File: config.mk
export PLATFORM = sky130hd
export DESIGN_NAME = hrmu_update
export DESIGN_NICKNAME = d
export VERILOG_FILES = /design/src/sv/hll_register_max_update_top_assert.svh /design/src/sv/hrmu_pkg.sv /design/src/sv/hrmu_update.sv
export SDC_FILE = /design/constraint.sdc
export NUM_CORES = 1
export LEC_CHECK = 0
export ABC_AREA = 1
export BUFFER_PORTS_ARGS = -buffer_cell sky130_fd_sc_hd__buf_2
export CAP_MARGIN = 20
export CORE_AREA = 2 2 39 41
export DETAILED_ROUTE_END_ITERATION = 6
export DIE_AREA = 0 0 41 43
export REMOVE_ABC_BUFFERS = 1
export SYNTH_ARGS = -nofsm -noshare
export SYNTH_HDL_FRONTEND = slang
export SYNTH_SLANG_ARGS = --single-unit
export TNS_END_PERCENT = 100
File: constraint.sdc
create_clock -name vclk -period 1.26
set_input_delay 0.126 -clock vclk [all_inputs]
set_output_delay 0.126 -clock vclk [all_outputs]
set_load 0.02 [all_outputs]
File: src/sv/hll_register_max_update_top_assert.svh
// Assertion macros for the HLL register update block.
// They are empty when SYNTHESIS is defined.
`ifndef HLL_REGISTER_MAX_UPDATE_TOP_ASSERT_SVH
`define HLL_REGISTER_MAX_UPDATE_TOP_ASSERT_SVH

`ifndef SYNTHESIS

// cond must hold at every clock edge outside reset
`define HRMU_ASSERT_ALWAYS(lbl, clk, rst, cond) \
  lbl: assert property (@(posedge clk) disable iff (rst) (cond)) \
    else $error("hrmu: invariant violated");

// cons must hold in the cycle after ante
`define HRMU_ASSERT_NEXT(lbl, clk, rst, ante, cons) \
  lbl: assert property (@(posedge clk) disable iff (rst) (ante) |=> (cons)) \
    else $error("hrmu: sequence check failed");

`else

`define HRMU_ASSERT_ALWAYS(lbl, clk, rst, cond)
`define HRMU_ASSERT_NEXT(lbl, clk, rst, ante, cons)

`endif

`endif

File: src/sv/hrmu_pkg.sv
package hrmu_pkg;

  // six-bit register values
  localparam int VAL_W = 6;
  // coupon layout: candidate value in the top bits
  localparam int COUPON_W  = 32;
  localparam int VAL_SHIFT = 26;
  // lg_k register
  localparam int LG_K_W     = 4;
  localparam int LG_K_MIN   = 4;
  localparam int LG_K_RESET = 12;

  // outcome of one register update
  typedef struct packed {
    logic changed;
    logic was_zero;
    logic error;
  } upd_flags_t;

endpackage

File: src/sv/hrmu_update.sv
module hrmu_update
  import hrmu_pkg::*;
(
  input  logic [VAL_W-1:0] cand,
  input  logic [VAL_W-1:0] cur,
  output logic [VAL_W-1:0] new_value,
  output upd_flags_t       flags
);

  // max update; a zero candidate is an error and leaves the slot alone
  always_comb begin
    flags.error    = (cand == '0);
    flags.changed  = !flags.error && (cand > cur);
    flags.was_zero = flags.changed && (cur == '0);
    new_value      = flags.changed ? cand : cur;
  end

endmodule

==> metrics.txt <==
status=finished with violations; failing checks=negative setup slack; Cell Count, Final, Fillers Out=111; Initial Util=23.0%; RSZ-0062 raised after global routing=true; Post-Synthesis Cells=61; Tmin final=1.37 ns; synth unique cells=11; Remaining DRCs=0; Seq Cell Count=0; dpl ws=-0.212 ns; drt pass-1 iters=2; area growth from synthesis to layout=139%; ANT nets after route=0; post-layout util=55.0%; Pwr per Cell Area=483 nW/um^2; Die Wd=41 um; die area=1760 um^2; Max Fclk=732 MHz; Crit Path Class=input port to primary output; core area=1380 um^2; DR WL/cell=9.25 um; vias per cell=4.26; clkbuf count=0; fill cell count=138; yosys warns=0; Post-Syn Area=318 um^2; DR iter-0 viols=1; register area=0 um^2; fraction of layout cells with a size suffix above 1=60.0%; Top-Level Pins=21; Via Count=473; Vert. Die Dim=43 um; Slew HR=90.1%; number of buffers added on ports=21; Critical Path Fanout Max=8; most frequent cells in the layout=nand2_1 (16), buf_4 (14), buf_6 (13); CP startpoint kind=input port; number of global-route vias before repair=426; worst-margin pin slew=0.148 ns; Crit. End Element=primary output; P_leak=0.419 nW; # diodes=0; sequential cell area fraction in the yosys report=0%; Mean Syn Cell Area=5.21 um^2; final wirelength=1030 um; Remaining Overflow, GRT=0; global-route wire length before repair=1740 um; largest net degree at the start of global routing=9; Max IR drop VDD=0.194 mV; CP Data Arrival Time=1.24 ns; GPL Wtd Cong=0.761; Hold WC Path Type=input port to primary output; Worst Path Required=1.13 ns; Max Cap Viol=0; post-DP HPWL=765 um; GRT Util Overall=13.3%; most common cell after layout, fill and taps aside=nand2_1; Final setup viols=8; fin crit share=108%; final hold violation count=0; Rows=14; number of antenna violations at the first check in global routing=0; Tot Pwr=367 uW; post-layout net count=115; Post-CTS Setup Inserts=0; Cells after DPL=111; Final Worst Setup Slack=-0.105 ns; Pins Over Slew Limit=0
-- synth_stat cells, drive strengths merged --
cell type	instances	area share [%]
a21oi	1	1.6
nand4	1	2.0
inv	14	17
nand3	8	17
nor2	7	9.1
ha	6	24
nand2	24	31
-- area by class of cell --
type | instances | area, um^2 | share of cell area, %
timing repair buffer | 34 | 307 | 40.3
inverter | 14 | 57.6 | 7.57
tap | 16 | 20.0 | 2.63
multi-input combinational | 47 | 377 | 49.5
-- critical path: stages --
cell and delay (ns):
buf_6 0.08, inv_2 0.04, ha_4 0.27, nand2_4 0.06, nor2_4 0.08, nand2_1 0.06
nand2_1 0.07, inv_2 0.08, nand2_4 0.12, nand2_1 0.06, nand2_1 0.07, buf_6 0.12
-- metal layers --
metal / vias up / wire length, um / global-route usage (%)
met4: 0 / 0 / 0
met1: 207 / 442 / 18.4
met5: - / 0 / 0
met2: 9 / 547 / 23.4
met3: 0 / 37 / 0
li1: 257 / - / -
-- where the power goes --
group	internal (mW)	total [mW]	leakage, nW	switching [mW]
Combinational	0.188	0.367	0.419	0.179
Clock	0	0	0	0
Sequential	0	0	0	0
-- path summary, 6_finish.rpt --
| check | from | end | slack (ns) | depth (start not counted) |
|---|---|---|---|---|
| max | cur[5] | new_value[4] | -0.11 | 12 |
| min | cur[1] | new_value[1] | 0.58 | 4 |
-- cell families after synthesis --
group,after synthesis,synth area share [%]
AND/OR/NAND/NOR,40,58.3
buffers and inverters,14,16.5
AO/OA/AOI/OAI,1,1.57
adder cells (fa/ha/maj),6,23.6
-- repair_timing --
action / in CTS / in global routing
hold buffers: 0 / 0
setup endpoints to repair: 8 / 8
cloned: 0 / 0
pin swaps: 19 / 9
gates resized for setup: 44 / 5
-- per-stage QoR --
stage / TNS, ns / instance area, um^2 / hold slack (ns)
finish: -0.653 / 761 / 0.575
global route: -1.24 / 761 / 0.596
CTS: -0.566 / 737 / 0.582
detailed placement: -1.49 / 541 / 0.584
global placement: -1.40 / 541 / 0.574
floorplan: -0.0229 / 318 / 0.417
No activity file was read; power rests on OpenSTA's default activity.
